## src/rtl/plbu_pkg.sv

```systemverilog
// Shared types, constants and codes of the price level book update block.
package plbu_pkg;

  localparam int unsigned BOOK_LEVELS    = 256;
  localparam int unsigned MESSAGE_LEVELS = 64;

  localparam int unsigned VAL_W     = 63;
  localparam int unsigned ID_W      = 64;
  localparam int unsigned SEQ_W     = 64;
  localparam int unsigned STAT_W    = 3;
  localparam int unsigned OCNT_W    = 9;
  localparam int unsigned CFG_IDX_W = 8;

  localparam int unsigned LVL_W     = $clog2(BOOK_LEVELS);
  localparam int unsigned CNT_W     = $clog2(BOOK_LEVELS + 1);
  localparam int unsigned BADDR_W   = LVL_W + 2;
  localparam int unsigned PIDX_W    = $clog2(MESSAGE_LEVELS);
  localparam int unsigned PCNT_W    = $clog2(MESSAGE_LEVELS + 1);
  localparam int unsigned BIT_CNT_W = $clog2(VAL_W + 1);

  localparam logic [VAL_W-1:0]     MIN_SCALED = VAL_W'(100);
  localparam logic [CFG_IDX_W-1:0] CFG_TICK   = CFG_IDX_W'(0);
  localparam logic [CFG_IDX_W-1:0] CFG_STEP   = CFG_IDX_W'(1);

  localparam logic OP_SNAPSHOT = 1'b0;
  localparam logic OP_DIFF     = 1'b1;
  localparam logic SIDE_BID    = 1'b0;
  localparam logic SIDE_ASK    = 1'b1;

  typedef enum logic [STAT_W-1:0] {
    STAT_OK, STAT_PRICE_LOW, STAT_QTY_LOW, STAT_OFF_TICK,
    STAT_OFF_STEP, STAT_SEQ_OVF, STAT_SIDE_FULL, STAT_TOO_LONG
  } stat_e;

  typedef struct packed {
    logic             op;
    logic             side;
    logic             level_present;
    logic [VAL_W-1:0] price;
    logic [VAL_W-1:0] qty;
    logic [ID_W-1:0]  update_id;
    logic             last;
  } plbu_item_t;

  typedef struct packed {
    logic [STAT_W-1:0] status;
    logic              top_bid_valid;
    logic [VAL_W-1:0]  top_bid_px;
    logic [VAL_W-1:0]  top_bid_qt;
    logic              top_ask_valid;
    logic [VAL_W-1:0]  top_ask_px;
    logic [VAL_W-1:0]  top_ask_qt;
    logic              crossed;
    logic [OCNT_W-1:0] bid_depth;
    logic [OCNT_W-1:0] ask_depth;
    logic [SEQ_W-1:0]  sequence_res;
  } plbu_res_t;

  typedef struct packed {
    logic [VAL_W-1:0] price;
    logic [VAL_W-1:0] qty;
  } book_ent_t;

  typedef struct packed {
    logic             side;
    logic [VAL_W-1:0] price;
    logic [VAL_W-1:0] qty;
  } pend_ent_t;

  // One datapath operation per cycle, issued by the controller.
  typedef enum logic [4:0] {
    DP_NOP, DP_LOAD, DP_REM_STEP, DP_RECORD,
    DP_ST_PERR, DP_ST_OVF, DP_ST_FULL,
    DP_SNAP_INIT, DP_COPY_INIT, DP_COPY_RD, DP_COPY_WR, DP_COPY_NEXT,
    DP_LVL_RD, DP_LVL_LOAD, DP_SCAN_RD, DP_SCAN_NEXT, DP_SCAN_HIT,
    DP_UPDATE, DP_LVL_NEXT,
    DP_DEL_INIT, DP_DEL_RD, DP_DEL_WR, DP_DEL_DONE,
    DP_INS_INIT, DP_INS_RD, DP_INS_WR, DP_INS_DONE,
    DP_COMMIT, DP_RPT_BID, DP_RPT_ASK, DP_RPT_DONE, DP_EMIT
  } dp_op_e;

  typedef enum logic [4:0] {
    S_IDLE, S_DECODE, S_CHECK, S_ENDITEM,
    S_CPY_RD, S_CPY_WR, S_LVL_RD, S_LVL_LD,
    S_SCAN_RD, S_SCAN_CMP, S_DECIDE,
    S_DEL_RD, S_DEL_WR, S_INS_RD, S_INS_WR,
    S_RPT_BID, S_RPT_ASK, S_RPT_LAT, S_EMIT
  } ctrl_state_e;

  typedef struct packed {
    logic present;
    logic last;
    logic op;
    logic perr_nz;
    logic rem_done;
    logic seq_max;
    logic cs;
    logic cpy_end;
    logic lvl_end;
    logic scan_end;
    logic scan_less;
    logic lvl_zero;
    logic found;
    logic side_full;
    logic del_end;
    logic ins_end;
    logic out_free;
  } dp_status_t;

endpackage

```

## src/rtl/plbu_ctrl.sv

```systemverilog
// Controller state machine: sequences item checks, commit walk and report.
module plbu_ctrl (
  input  logic                clk_i,
  input  logic                rst_ni,
  input  logic                in_valid_i,
  output logic                in_ready_o,
  input  plbu_pkg::dp_status_t st_i,
  output plbu_pkg::dp_op_e    dp_op_o
);
  import plbu_pkg::*;

  ctrl_state_e state_q, state_d;

  // State register
  always_ff @(posedge clk_i or negedge rst_ni) begin
    if (!rst_ni) begin
      state_q <= S_IDLE;
    end else begin
      state_q <= state_d;
    end
  end

  // Next state and datapath operation
  always_comb begin
    state_d    = state_q;
    dp_op_o    = DP_NOP;
    in_ready_o = 1'b0;
    case (state_q)
      S_IDLE: begin
        in_ready_o = 1'b1;
        if (in_valid_i) begin
          dp_op_o = DP_LOAD;
          state_d = S_DECODE;
        end
      end
      S_DECODE: begin
        state_d = (st_i.present && !st_i.perr_nz) ? S_CHECK : S_ENDITEM;
      end
      S_CHECK: begin
        if (st_i.rem_done) begin
          dp_op_o = DP_RECORD;
          state_d = S_ENDITEM;
        end else begin
          dp_op_o = DP_REM_STEP;
        end
      end
      S_ENDITEM: begin
        if (!st_i.last) begin
          state_d = S_IDLE;
        end else if (st_i.perr_nz) begin
          dp_op_o = DP_ST_PERR;
          state_d = S_RPT_BID;
        end else if (st_i.op == OP_DIFF && st_i.seq_max) begin
          dp_op_o = DP_ST_OVF;
          state_d = S_RPT_BID;
        end else if (st_i.op == OP_SNAPSHOT) begin
          dp_op_o = DP_SNAP_INIT;
          state_d = S_LVL_RD;
        end else begin
          dp_op_o = DP_COPY_INIT;
          state_d = S_CPY_RD;
        end
      end
      // diff: copy the live tables into the work bank
      S_CPY_RD: begin
        if (st_i.cpy_end) begin
          if (st_i.cs) begin
            state_d = S_LVL_RD;
          end else begin
            dp_op_o = DP_COPY_NEXT;
          end
        end else begin
          dp_op_o = DP_COPY_RD;
          state_d = S_CPY_WR;
        end
      end
      S_CPY_WR: begin
        dp_op_o = DP_COPY_WR;
        state_d = S_CPY_RD;
      end
      // walk the buffered levels
      S_LVL_RD: begin
        if (st_i.lvl_end) begin
          dp_op_o = DP_COMMIT;
          state_d = S_RPT_BID;
        end else begin
          dp_op_o = DP_LVL_RD;
          state_d = S_LVL_LD;
        end
      end
      S_LVL_LD: begin
        dp_op_o = DP_LVL_LOAD;
        state_d = S_SCAN_RD;
      end
      S_SCAN_RD: begin
        if (st_i.scan_end) begin
          state_d = S_DECIDE;
        end else begin
          dp_op_o = DP_SCAN_RD;
          state_d = S_SCAN_CMP;
        end
      end
      S_SCAN_CMP: begin
        if (st_i.scan_less) begin
          dp_op_o = DP_SCAN_NEXT;
          state_d = S_SCAN_RD;
        end else begin
          dp_op_o = DP_SCAN_HIT;
          state_d = S_DECIDE;
        end
      end
      S_DECIDE: begin
        if (st_i.lvl_zero) begin
          if (st_i.op == OP_SNAPSHOT || !st_i.found) begin
            dp_op_o = DP_LVL_NEXT;
            state_d = S_LVL_RD;
          end else begin
            dp_op_o = DP_DEL_INIT;
            state_d = S_DEL_RD;
          end
        end else if (st_i.found) begin
          dp_op_o = DP_UPDATE;
          state_d = S_LVL_RD;
        end else if (st_i.side_full) begin
          dp_op_o = DP_ST_FULL;
          state_d = S_RPT_BID;
        end else begin
          dp_op_o = DP_INS_INIT;
          state_d = S_INS_RD;
        end
      end
      S_DEL_RD: begin
        if (st_i.del_end) begin
          dp_op_o = DP_DEL_DONE;
          state_d = S_LVL_RD;
        end else begin
          dp_op_o = DP_DEL_RD;
          state_d = S_DEL_WR;
        end
      end
      S_DEL_WR: begin
        dp_op_o = DP_DEL_WR;
        state_d = S_DEL_RD;
      end
      S_INS_RD: begin
        if (st_i.ins_end) begin
          dp_op_o = DP_INS_DONE;
          state_d = S_LVL_RD;
        end else begin
          dp_op_o = DP_INS_RD;
          state_d = S_INS_WR;
        end
      end
      S_INS_WR: begin
        dp_op_o = DP_INS_WR;
        state_d = S_INS_RD;
      end
      // top of book readout
      S_RPT_BID: begin
        dp_op_o = DP_RPT_BID;
        state_d = S_RPT_ASK;
      end
      S_RPT_ASK: begin
        dp_op_o = DP_RPT_ASK;
        state_d = S_RPT_LAT;
      end
      S_RPT_LAT: begin
        dp_op_o = DP_RPT_DONE;
        state_d = S_EMIT;
      end
      S_EMIT: begin
        if (st_i.out_free) begin
          dp_op_o = DP_EMIT;
          state_d = S_IDLE;
        end
      end
      default: begin
        state_d = S_IDLE;
      end
    endcase
  end

endmodule

```

## config.mk

```make
export PLATFORM = sky130hd
export DESIGN_NAME = plbu_ctrl
export DESIGN_NICKNAME = d
export VERILOG_FILES = /design/src/rtl/plbu_pkg.sv /design/src/rtl/plbu_ctrl.sv
export SDC_FILE = /design/constraint.sdc
export NUM_CORES = 1
export LEC_CHECK = 0
export ABC_AREA = 0
export BUFFER_PORTS_ARGS = -buffer_cell sky130_fd_sc_hd__buf_4
export CORE_MARGIN = 8
export CORE_UTILIZATION = 52
export DETAILED_ROUTE_END_ITERATION = 8
export PLACE_DENSITY_LB_ADDON = 0.08
export SYNTH_ARGS = -nofsm -noshare
export SYNTH_HDL_FRONTEND = slang
export SYNTH_SLANG_ARGS = --single-unit
```

## constraint.sdc

```tcl
create_clock -name clk_i -period 1.8 [get_ports clk_i]
set_input_delay 0.18 -clock clk_i [delete_from_list [all_inputs] [get_ports clk_i]]
set_output_delay 0.18 -clock clk_i [all_outputs]
set_load 0.05 [all_outputs]
```

==> key figures, run 1 <==
Yosys
  – Post-Synth Simple-Gate Area: 37.8%
  – Fraction of the mapped netlist area in adder cells: 0%
  – Synth Warn #: 0
  – Mean Syn Cell Area: slightly above 7 µm²
  – Post-synthesis mux area share: approximately 1.1%
  – Largest family of logic cells by synthesized area: compound AO/OA/AOI/OAI gates
  – Mapped Nets: 150
  – Compound-Gate Fraction of Synth Area: between 30% and 40%
  – Sequential fraction of the synthesis area: 13.3%
  – Synth cell types: between 50 and 60
  – Async S/R FF share, synth: 100%
  – Seq cells post-synth: 5
  – Post-Synthesis Cells: 130
  – Number of synthesized flops with an enable pin: 0
  – Post-Syn Area: 940 µm²
  – Synth Flop Type: dfrtp_1
  – Post-synthesis xor/xnor area fraction: 0%

STA
  – Worst_ep grt: dp_op_o[0]
  – Worst endpoint type: output port

Clock network
  – Clk buf depth: 2
  – CTS Root Cell: clkbuf_4
  – Num CTS Buffers: 3
  – Htree depth: 1
  – Clock Sinks: 5

GRT
  – Largest net degree at the start of global routing: 12

Die
  – Die X-Extent: around 59 µm
  – Row Count: 15
  – Initial cell density of the core: between 50% and 60%
  – Die H: around 59 µm
  – Io pins: 26

Outcome
  – Stop stage: global routing (5_1_grt)
  – Outcome: aborted with a tool error
  – Tool error: [ERROR DPL-0038] Utilization greater than 100%, impossible to legalize

Place
  – # port buffers: 25
  – RD Place Congestion: 0.973
  – Dpl hpwl: 3.03 mm
  – Pre-CTS setup slack: -0.177 ns
==> cell families after synthesis <==
family / Yosys count
compound gates: 49
flops: 5
buf+inv: 16
simple gates: 59
mux: 1
==> timing repair <==
action	in CTS
setup endpoints to repair	6
resized for setup	30
hold buffers	1
endpoints found under the hold margin	5
buffers inserted	4
pin swaps	6
cloned	0
==> Yosys cell counts (4+ instances only) <==
| cell type | n | area, µm² |
|---|---|---|
| a21oi_1 | 7 | 35.0 |
| nand2b_1 | 7 | 43.8 |
| and3_1 | 5 | 31.3 |
| o21ai_0 | 6 | 30.0 |
| nor2b_1 | 5 | 31.3 |
| dfrtp_1 | 5 | 125 |
| buf_2 | 6 | 30.0 |
| nor2_1 | 8 | 30.0 |
| inv_1 | 5 | 18.8 |
| nand2_1 | 4 | 15.0 |
| nor3_1 | 5 | 25.0 |
==> per-stage QoR <==
step                instances  instance area, µm²
floorplan                 130                 951
global placement          207                1410
detailed placement        207                1410
CTS                       216                1580
==> inputs of run 2 (changes only) <==
Settings changed: CORE_AREA from default to 8 8 69 71, CORE_MARGIN 8 to default, CORE_UTILIZATION 52 to default, DIE_AREA from default to 0 0 77 79, PLACE_DENSITY_LB_ADDON 0.08 to 0.15.
==> run 2 against run 1 <==
Against the previous run:
- the flow now finishes, with violations (negative setup slack)
- synthesized area did not move
- synthesized cell count stayed put
==> key figures, run 2 <==
Outcome
  – Outcome: complete, but fails checks
  – Failing checks: negative setup slack

Yosys
  – Synth cell types: 54 (unchanged)
  – Mapped Nets: 150 (unchanged)
  – Top-count cell post-synth: nor2_1
  – Mean Syn Cell Area: 7.23 µm² (unchanged)
  – Top cell type's share of synthesized area: 13.3% (unchanged)
  – Seq cells post-synth: 5 (unchanged)
  – Top post-synthesis cells by count: nor2_1, a21oi_1, nand2b_1, buf_2, o21ai_0
  – Sequential fraction of the synthesis area: 13.3% (unchanged)
  – Area leader, netlist: dfrtp_1
  – Post-Synthesis Cells: 130 (unchanged)
  – Async S/R FF share, synth: 100% (unchanged)
  – Number of synthesized flops with an enable pin: 0 (unchanged)
  – Synth Flop Type: dfrtp_1
  – Main area contributors after synthesis: dfrtp_1, nand2b_1, a21oi_1
  – Post-Syn Area: 940 µm² (unchanged)
  – Synth Warn #: 0 (unchanged)

STA
  – Setup TNS: -1.21 ns
  – Final hold vios: 0
  – Post-route minimum period: between 2 and 2.5 ns
  – # setup viols final: 6
  – Hold slack: between 0.2 and 0.3 ns
  – Clock Skew: 0.00212 ns
  – Slew HR: 76.0%
  – Post-layout worst setup margin: -0.292 ns
  – RSZ-0062 raised after global routing: true
  – Final period util: 116%
  – Slew Limit Fails: 0
  – Maximum clock rate: 478 MHz
  – Least-Margin Pin Slew: about 0.36 ns

GRT
  – Initial antenna violation count: 0
  – Vias in the first global route: 1438
  – First-pass GRT wire length: 6.81 mm
  – Largest net degree at the start of global routing: 12
  – Total GRT Usage: 13.3%
  – Gr ovfl total: 0

Critical path
  – Crit-path max FO: 6
  – CP arrival: 1.91 ns
  – CP Capture Type: output port
  – Worst path slowest cell: or4_4
  – Critical Path Stages: 6
  – WP data required: 1.62 ns
  – Critical Path Max Stage Delay: 0.53 ns
  – Startpoint types: flip-flop
  – WS Path Type: flip-flop to output port
  – Bufs and invs on worst path: 3
  – Most frequent CP cell: buf_4
  – R2R cell count: 7
  – Critical path's top delay family: simple AND/OR/NAND/NOR gates
  – Critical path cell sequence: buf_4, buf_4, o2111ai_2, a211oi_2, or4_4, buf_8

Pwr
  – Pleak: just under 0.9 nW
  – Worst VDD drop: 800 µV
  – Pwr Density: ~1900 mW/mm²
  – Total power: around 3.6 mW

Die
  – Core Region: about 0.0038 mm²
  – Die H: 79 µm (+35%)
  – Die area: 0.00608 mm²
  – Die X-Extent: 77 µm (+32%)
  – Row Count: 23 (+8)
  – Initial cell density of the core: 24.7% (-30 points)
  – Io pins: 26 (unchanged)

Detailed routing
  – Remaining antenna violation count: 0
  – First-pass DRT Iterations: 4
  – DR WL met3: around 180 µm
  – M1 wire length: 1.73 mm
  – Top routing layer used: met4
  – Initial drt markers: roughly 130
  – DR DRC count: 0
  – WL final: roughly 4.2 mm
  – Vias per cell: 5.31
  – Met2 wire length: approximately 2.1 mm
  – WL/cell: 15.9 µm
  – Total number of vias: around 1400

Clock network
  – Clock transition at the registers of the reported paths: 0.04 ns
  – Num CTS Buffers: 3 (unchanged)
  – Htree depth: 1 (unchanged)
  – CTS tree: built
  – Clk buf depth: 2 (unchanged)
  – Later-pin clock latency in the skew report: around 0.22 ns
  – Clock Sinks: 5 (unchanged)
  – CTS Root Cell: clkbuf_8

Job
  – Max-cap violation count: 0

Final layout
  – Multi-input gate area: 876 µm²
  – Final net count: about 230
  – Share of cells above drive strength 1: approximately three fifths
  – Fin cells: 262
  – Area Growth Syn to Fin: 101%
  – Fill cells: around 360
  – Antenna cells: 0
  – Largest Register: state_q
  – Commonest non-fill, non-tap cells in the layout: buf_4, buf_6, nor2_1, a21oi_1
  – Register area: roughly 130 µm²
  – Util after Layout: about half
  – Number of flip-flops under the largest register name: 5
  – Biggest registers after layout: state_q x5
  – Design area: about 0.0019 mm²
  – Commonest non-fill, non-tap cell in the layout: buf_4

Place
  – RD Place Congestion: 0.865 (-11%)
  – Dpl hpwl: 3.31 mm (+9.2%)
  – Pre-CTS setup slack: -0.216 ns (-0.0388 ns)
  – Placed cell area: 0.00147 mm² (+4.7%)
  – # port buffers: 25 (unchanged)
  – Cells after DPL: 240 (+16%)

Min path
  – Min-Delay Path Class: input pin to async pin
==> run 2: cell counts after synthesis <==
Identical to the previous run, type by type.
==> run 2: cells by family (layout without fill, tap and decap cells) <==
group	Yosys count	count (layout)	share of synthesized area [%]
multiplexers	1	1	1.07
AO/OA/AOI/OAI	49	49	38.2
flip-flops	5	5	13.3
AND/OR/NAND/NOR	59	59	37.8
buffers and inverters	16	98	9.59
==> run 2: layer usage <==
metal	global-route usage, %	up-vias
li1	-	676
met1	15.7	671
met2	23.7	32
met3	2.03	12
met4	5.66	0
met5	0	-
==> run 2: final cells by class <==
type / instances / area share [%]
clock inverters: 1 / 0.266
flip-flops and latches: 5 / 6.97
multi-input cells: 109 / 46.5
clock buffers: 3 / 2.19
repair buffers: 88 / 39.6
inverters: 6 / 1.20
well taps: 50 / 3.32
==> run 2: power by group <==
| part | switching, mW | leakage [nW] | internal, mW |
|---|---|---|---|
| clock network | 0.0549 | 0.0255 | 0.149 |
| registers | 0.101 | 0.0571 | 0.173 |
| logic | 1.50 | 0.785 | 1.59 |
| total | 1.65 | 0.868 | 1.91 |
==> run 2: path summary, 6_finish.rpt <==
path | from | endpoint | slack, ns
max in group asynchronous | rst_ni | state_q[4]$_DFFE_PN0P_ | 1.38
hold reg to reg | state_q[3]$_DFFE_PN0P_ | state_q[4]$_DFFE_PN0P_ | 0.77
setup reg to reg | state_q[3]$_DFFE_PN0P_ | state_q[0]$_DFFE_PN0P_ | 0
min in group clk_i | st_i[9] | state_q[0]$_DFFE_PN0P_ | 0.43
setup / recovery | state_q[0]$_DFFE_PN0P_ | dp_op_o[1] | -0.29
hold / removal | rst_ni | state_q[2]$_DFFE_PN0P_ | 0.30
==> run 2: what timing repair did <==
action                     4_1_cts  5_1_grt
setup buffers                   12        5
hold buffers                     1        0
pin swaps                       12       14
hold endpoints to repair         5        0
gates cloned                     0        0
setup endpoints to repair        7        8
resized for setup               37       24
No activity file was read; power rests on OpenSTA's default activity.
==> inputs of run 3 (changes only) <==
Clock period 1.8 ns to 2 ns, I/O delays scaled along.
==> run 3 against run 2 <==
Against the previous run:
- the run still ends with negative setup slack left
- highest routed layer unchanged
- largest cell class unchanged
- register-to-register slack better by 0.24 ns
- sequential cell count is the same
- setup slack improved by 0.21 ns
- largest power group unchanged
- first-iteration DRC count down 20%
- via count shrank 0.79%
- global-route usage down 0.40 points
- critical path depth unchanged
==> key figures, run 3 (synthesis results as in run 2) <==
Detailed routing
  – First-pass DRT Iterations: 4 (unchanged)
  – Total number of vias: 1380 (-0.79%)
  – WL/cell: 18.1 µm (+14%)
  – Vias per cell: 5.68 (+7.0%)
  – WL final: 4.41 mm (+5.6%)
  – DR DRC count: 0 (unchanged)
  – Remaining antenna violation count: 0 (unchanged)
  – Initial drt markers: 105 (-20%)

Outcome
  – Failing checks: negative setup slack
  – Outcome: complete, but fails checks

GRT
  – Layer with the highest usage: met2
  – Grt met1 use: 15.9% (+0.20 points)
  – Gr ovfl total: 0 (unchanged)
  – Largest net degree at the start of global routing: 14 (+2)
  – First-pass GRT wire length: 6.60 mm (-3.1%)
  – Met2 usage: 22.8% (-0.93 points)
  – Met3 Track Usage GR: 1.92% (-0.11 points)
  – Total GRT Usage: 12.9% (-0.40 points)
  – Initial antenna violation count: 0 (unchanged)
  – Vias in the first global route: 1360 (-5.4%)

Clock network
  – Clk buf depth: 2 (unchanged)
  – Later-pin clock latency in the skew report: 0.22 ns (about the same)
  – CTS tree: built
  – Num CTS Buffers: 3 (unchanged)
  – Htree depth: 1 (unchanged)
  – Clock transition at the registers of the reported paths: 0.03 ns (about the same)
  – Clock Sinks: 5 (unchanged)
  – CTS Root Cell: clkbuf_8

Critical path
  – CP Capture Type: output port
  – Startpoint types: flip-flop
  – Crit-path max FO: 5 (-1)
  – Critical Path Max Stage Delay: 0.42 ns (-0.11 ns)
  – WP data required: 1.80 ns (+0.18 ns)
  – CP Launch Point: state_q[0]$_DFFE_PN0P_
  – Worst path slowest cell: or3b_4
  – Critical path's top delay family: simple AND/OR/NAND/NOR gates
  – Bufs and invs on worst path: 2 (-1)
  – R2R cell count: 6 (-1)
  – R2R Setup Slk: 0.24 ns (+0.24 ns)
  – Worst R2R Start: state_q[0]$_DFFE_PN0P_
  – CP arrival: 1.88 ns (-0.03 ns)
  – Critical path cell sequence: buf_6, nand2b_1, o21a_1, a221oi_4, or3b_4, buf_8
  – Critical R2R Capture: state_q[0]$_DFFE_PN0P_
  – WS Path Type: flip-flop to output port

Final layout
  – Final net count: 214 (-8.2%)
  – Number of flip-flops under the largest register name: 5 (unchanged)
  – Commonest non-fill, non-tap cell in the layout: buf_4
  – Share of cells above drive strength 1: 50.3% (-8.7 points)
  – Fill cells: 412 (+13%)
  – Commonest non-fill, non-tap cells in the layout: buf_4, buf_6, nor2_1, a21oi_1, nand2b_1
  – Register area: 131 µm² (unchanged)
  – Area Growth Syn to Fin: 80.4%
  – Antenna cells: 0 (unchanged)
  – Biggest registers after layout: state_q x5
  – Multi-input gate area: 848 µm² (-3.1%)
  – Largest Register: state_q

Die
  – Die X-Extent: 77 µm (unchanged)
  – Core Region: 0.00380 mm² (unchanged)
  – Io pins: 26 (unchanged)
  – Die H: 79 µm (unchanged)
  – Initial cell density of the core: 24.7% (unchanged)
  – Die area: 0.00608 mm² (unchanged)
  – Row Count: 23 (unchanged)

STA
  – Post-layout worst setup margin: -0.0824 ns (+0.209 ns)
  – Post-route minimum period: 2.08 ns
  – Slew HR: 75.1% (-0.88 points)
  – Final hold vios: 0 (unchanged)
  – Clock Skew: 0.000685 ns (-0.00144 ns)
  – Setup TNS: -0.255 ns (+0.954 ns)
  – Least-Margin Pin Slew: 0.370 ns (+0.0104 ns)
  – RSZ-0062 raised after global routing: true
  – Slew Limit Fails: 0 (unchanged)
  – Final period util: 104%
  – # setup viols final: 4 (-2)
  – Maximum clock rate: 480 MHz

Min path
  – Min-Delay Path Class: input pin to async pin

Place
  – # port buffers: 25 (unchanged)
  – RD Place Congestion: 0.901 (+4.2%)
  – Dpl hpwl: 3.03 mm (-8.3%)

Job
  – Max-cap violation count: 0 (unchanged)

Pwr
  – Worst VDD drop: 731 µV (-8.7%)
  – Pwr Density: 1740 mW/mm² (-8.0%)
  – Pleak: 0.741 nW (-15%)
  – Total power: 2.95 mW (-17%)
-- run 3: area by class of cell --
type / instances / share of cell area [%]
clock buffer: 4 / 2.66
inverter: 6 / 1.33
timing repair buffer: 69 / 34.5
tap: 50 / 3.69
multi-input combinational: 109 / 50.0
sequential: 5 / 7.75
-- run 3: per-stage QoR --
step                util, %  hold WS (ns)  worst slack [ns]  area [µm²]  std cells
global placement       35.2       0.00404           0.00284        1340        221
floorplan                 -       -0.0956             0.117         947        130
global route           44.6         0.325            -0.138        1700        243
detailed placement     35.2       0.00580            0.0175        1340        221
CTS                    40.3         0.320           -0.0837        1530        233
finish                 44.6         0.321           -0.0824        1700        243
-- run 3: repair_timing --
action,4_1_cts,5_1_grt
endpoints found under the hold margin,5,0
pin swaps,7,11
hold buffers,1,0
resized for setup,25,21
endpoints found under the setup margin,5,5
cloned,0,1
buffers inserted,7,9
-- run 3: how the worst max path moves through the flow --
stage                      end  depth (start not counted)
floorplan           dp_op_o[3]                          4
finish              dp_op_o[2]                          6
global placement    dp_op_o[2]                          6
global route        dp_op_o[2]                          6
detailed placement  dp_op_o[2]                          6
CTS                 dp_op_o[1]                          6
-- run 3: routing by layer --
| layer | vias to the layer above | share of wire, % |
|---|---|---|
| li1 | 632 | - |
| met2 | 67 | 51 |
| met1 | 666 | 39 |
| met4 | 0 | 3.6 |
| met5 | - | 0 |
| met3 | 15 | 5.8 |
-- run 3: power breakdown --
group | internal (mW) | total (mW) | switching [mW] | leakage, nW
combinational | 1.20 | 2.52 | 1.32 | 0.662
sequential | 0.156 | 0.250 | 0.0937 | 0.0571
clock | 0.137 | 0.185 | 0.0479 | 0.0228
total | 1.50 | 2.95 | 1.46 | 0.741
==> inputs of run 4 (changes only) <==
Settings changed: CTS_BUF_LIST from default to sky130_fd_sc_hd__clkbuf_8.
==> run 4 against run 3 <==
Against the previous run:
- power up 2.4%
- global-route usage rose by 0.47 points
- cell area is 3.5% higher
- critical endpoint is now dp_op_o[1]
- setup slack got worse by 0.027 ns
- first-iteration DRC count up 40%
- non-clock buffer count increased by 4
- largest cell class unchanged
- wire length grew 3.2%
- the run still ends with negative setup slack left
- highest routed layer unchanged
- critical path depth did not move
- die area unchanged
- fmax fell by 1.3%
- combinational power increased by 3%
- core utilization rose by 1.6 points
==> key figures, run 4 (synthesis results as in run 2) <==
Clock network
  – Num CTS Buffers: 3 (unchanged)
  – Htree depth: 1 (unchanged)
  – CTS Root Cell: clkbuf_8
  – Later-pin clock latency in the skew report: 0.22 ns (about the same)
  – CTS tree: built
  – Clock Sinks: 5 (unchanged)
  – Clock transition at the registers of the reported paths: 0.03 ns (about the same)
  – Clk buf depth: 2 (unchanged)

Critical path
  – Bufs and invs on worst path: 3 (+1)
  – Worst R2R Start: state_q[3]$_DFFE_PN0P_
  – CP arrival: 1.91 ns (+0.03 ns)
  – R2R Setup Slk: 0.20 ns (-0.04 ns)
  – WP data required: 1.80 ns (about the same)
  – WS Path Type: flip-flop to output port
  – Worst path slowest cell: or4_4
  – Critical Path Max Stage Delay: 0.53 ns (+0.11 ns)
  – Critical path cell sequence: buf_6, buf_6, o2111ai_2, a211oi_2, or4_4, buf_8
  – Most frequent CP cell: buf_6
  – Critical path's top delay family: simple AND/OR/NAND/NOR gates
  – Startpoint types: flip-flop
  – CP Launch Point: state_q[0]$_DFFE_PN0P_
  – CP Capture Type: output port
  – Crit-path max FO: 5 (unchanged)

GRT
  – Initial antenna violation count: 0 (unchanged)
  – Met3 Track Usage GR: 1.81% (-0.11 points)
  – Total GRT Usage: 13.4% (+0.47 points)
  – Layer with the highest usage: met2
  – Gr ovfl total: 0 (unchanged)
  – Vias in the first global route: 1386 (+1.9%)
  – Grt met1 use: 16.8% (+0.99 points)
  – First-pass GRT wire length: 6.84 mm (+3.7%)
  – Largest net degree at the start of global routing: 14 (unchanged)
  – Met2 usage: 23.3% (+0.51 points)

STA
  – Post-route minimum period: 2.11 ns (+0.0272 ns)
  – Least-Margin Pin Slew: 0.384 ns (+0.0137 ns)
  – Clock Skew: 0.000449 ns (-0.000235 ns)
  – Post-layout worst setup margin: -0.110 ns (-0.0272 ns)
  – Slew Limit Fails: 0 (unchanged)
  – Hold slack: 0.321 ns (+0.000387 ns)
  – Final period util: 105% (+1.4 points)
  – Slew HR: 74.2% (-0.92 points)
  – # setup viols final: 4 (unchanged)
  – Maximum clock rate: 474 MHz (-1.3%)
  – Final hold vios: 0 (unchanged)
  – RSZ-0062 raised after global routing: true
  – Setup TNS: -0.263 ns (-0.00817 ns)

Detailed routing
  – First-pass DRT Iterations: 5 (+1)
  – Initial drt markers: 147 (+40%)
  – Total number of vias: 1445 (+4.7%)
  – DR DRC count: 0 (unchanged)
  – Remaining antenna violation count: 0 (unchanged)
  – Vias per cell: 5.85 (+3.0%)
  – WL final: 4.55 mm (+3.2%)
  – WL/cell: 18.4 µm (+1.5%)

Die
  – Die area: 0.00608 mm² (unchanged)
  – Io pins: 26 (unchanged)
  – Core Region: 0.00380 mm² (unchanged)
  – Row Count: 23 (unchanged)
  – Die H: 79 µm (unchanged)
  – Die X-Extent: 77 µm (unchanged)
  – Initial cell density of the core: 24.7% (unchanged)

Pwr
  – Worst VDD drop: 783 µV (+7.2%)
  – Clk pwr share: 5.9% (-0.3 points)
  – Power share of the sequential group: 8.5% (about the same)
  – Comb power frac: 85.6% (+0.3 points)
  – Pwr Density: 1720 mW/mm² (-1.1%)
  – Total power: 3.03 mW (+2.4%)
  – NetSw: 1.49 mW (+1.9%)
  – Pint: 1.54 mW (+2.9%)
  – Switch share: 49.1% (-0.23 points)
  – Pleak: 0.777 nW (+4.8%)

Final layout
  – Final net count: 218 (+1.9%)
  – Area Growth Syn to Fin: 86.8%
  – Commonest non-fill, non-tap cell in the layout: buf_4
  – Share of cells above drive strength 1: 52.8% (+2.5 points)
  – Design area: 0.00176 mm² (+3.5%)
  – Commonest non-fill, non-tap cells in the layout: buf_4, buf_6, nor2_1, a21oi_1, inv_1
  – Biggest registers after layout: state_q x5
  – Antenna cells: 0 (unchanged)
  – Largest Register: state_q
  – Number of flip-flops under the largest register name: 5 (unchanged)

Job
  – Max-cap violation count: 0 (unchanged)

Place
  – Dpl hpwl: 3.03 mm (unchanged)
  – Pre-CTS setup slack: 0.0175 ns (unchanged)
  – # port buffers: 25 (unchanged)
  – Placed cell area: 0.00134 mm² (unchanged)
  – RD Place Congestion: 0.901 (unchanged)

Min path
  – Min-Delay Path Class: input pin to async pin

Outcome
  – Outcome: complete, but fails checks
  – Failing checks: negative setup slack
run 4: area by class of cell:
cell class                 instances  area, µm²
clock buffer                       3       41.3
timing repair buffer              73        634
multi-input combinational        109        860
sequential                         5        131
tap                               50       62.6
inverter                           6       22.5
clock inverter                     1       3.75
fill                             398       2040
run 4: repair_timing:
action,4_1_cts,5_1_grt
resized for setup,28,21
setup buffers,11,8
gates cloned,1,1
setup endpoints to repair,5,5
hold buffers,1,0
pin swaps,9,11
hold endpoints to repair,5,0
run 4: power by group through the flow:
stage	Sequential [mW]	Clock, mW	Combinational (mW)
floorplan	0.189	0	1.26
global placement	0.236	0	1.90
detailed placement	0.238	0	1.87
CTS	0.237	0.183	2.20
global route	0.261	0.191	2.72
finish	0.257	0.180	2.59
run 4: path summary, 6_finish.rpt:
| kind | endpoint | depth (start not counted) |
|---|---|---|
| max in group asynchronous | state_q[1]$_DFFE_PN0P_ | 2 |
| min in group clk_i | state_q[0]$_DFFE_PN0P_ | 4 |
| worst max-delay path | dp_op_o[1] | 6 |
| worst min-delay path | state_q[2]$_DFFE_PN0P_ | 2 |
| worst max register to register | state_q[0]$_DFFE_PN0P_ | 7 |
| worst min register to register | state_q[4]$_DFFE_PN0P_ | 2 |
run 4: routing by layer:
layer	share of wire, %	routed length [µm]
met4	2.0	90
met5	0	0
met1	39	1750
met2	52	2350
met3	7.9	357
run 4: through the flow:
| step | cells | utilization [%] |
|---|---|---|
| after CTS | 238 | 41.3 |
| final | 247 | 46.2 |
| after global routing | 247 | 46.2 |
| after global placement | 221 | 35.2 |
| after detailed placement | 221 | 35.2 |
| after floorplan | 130 | - |
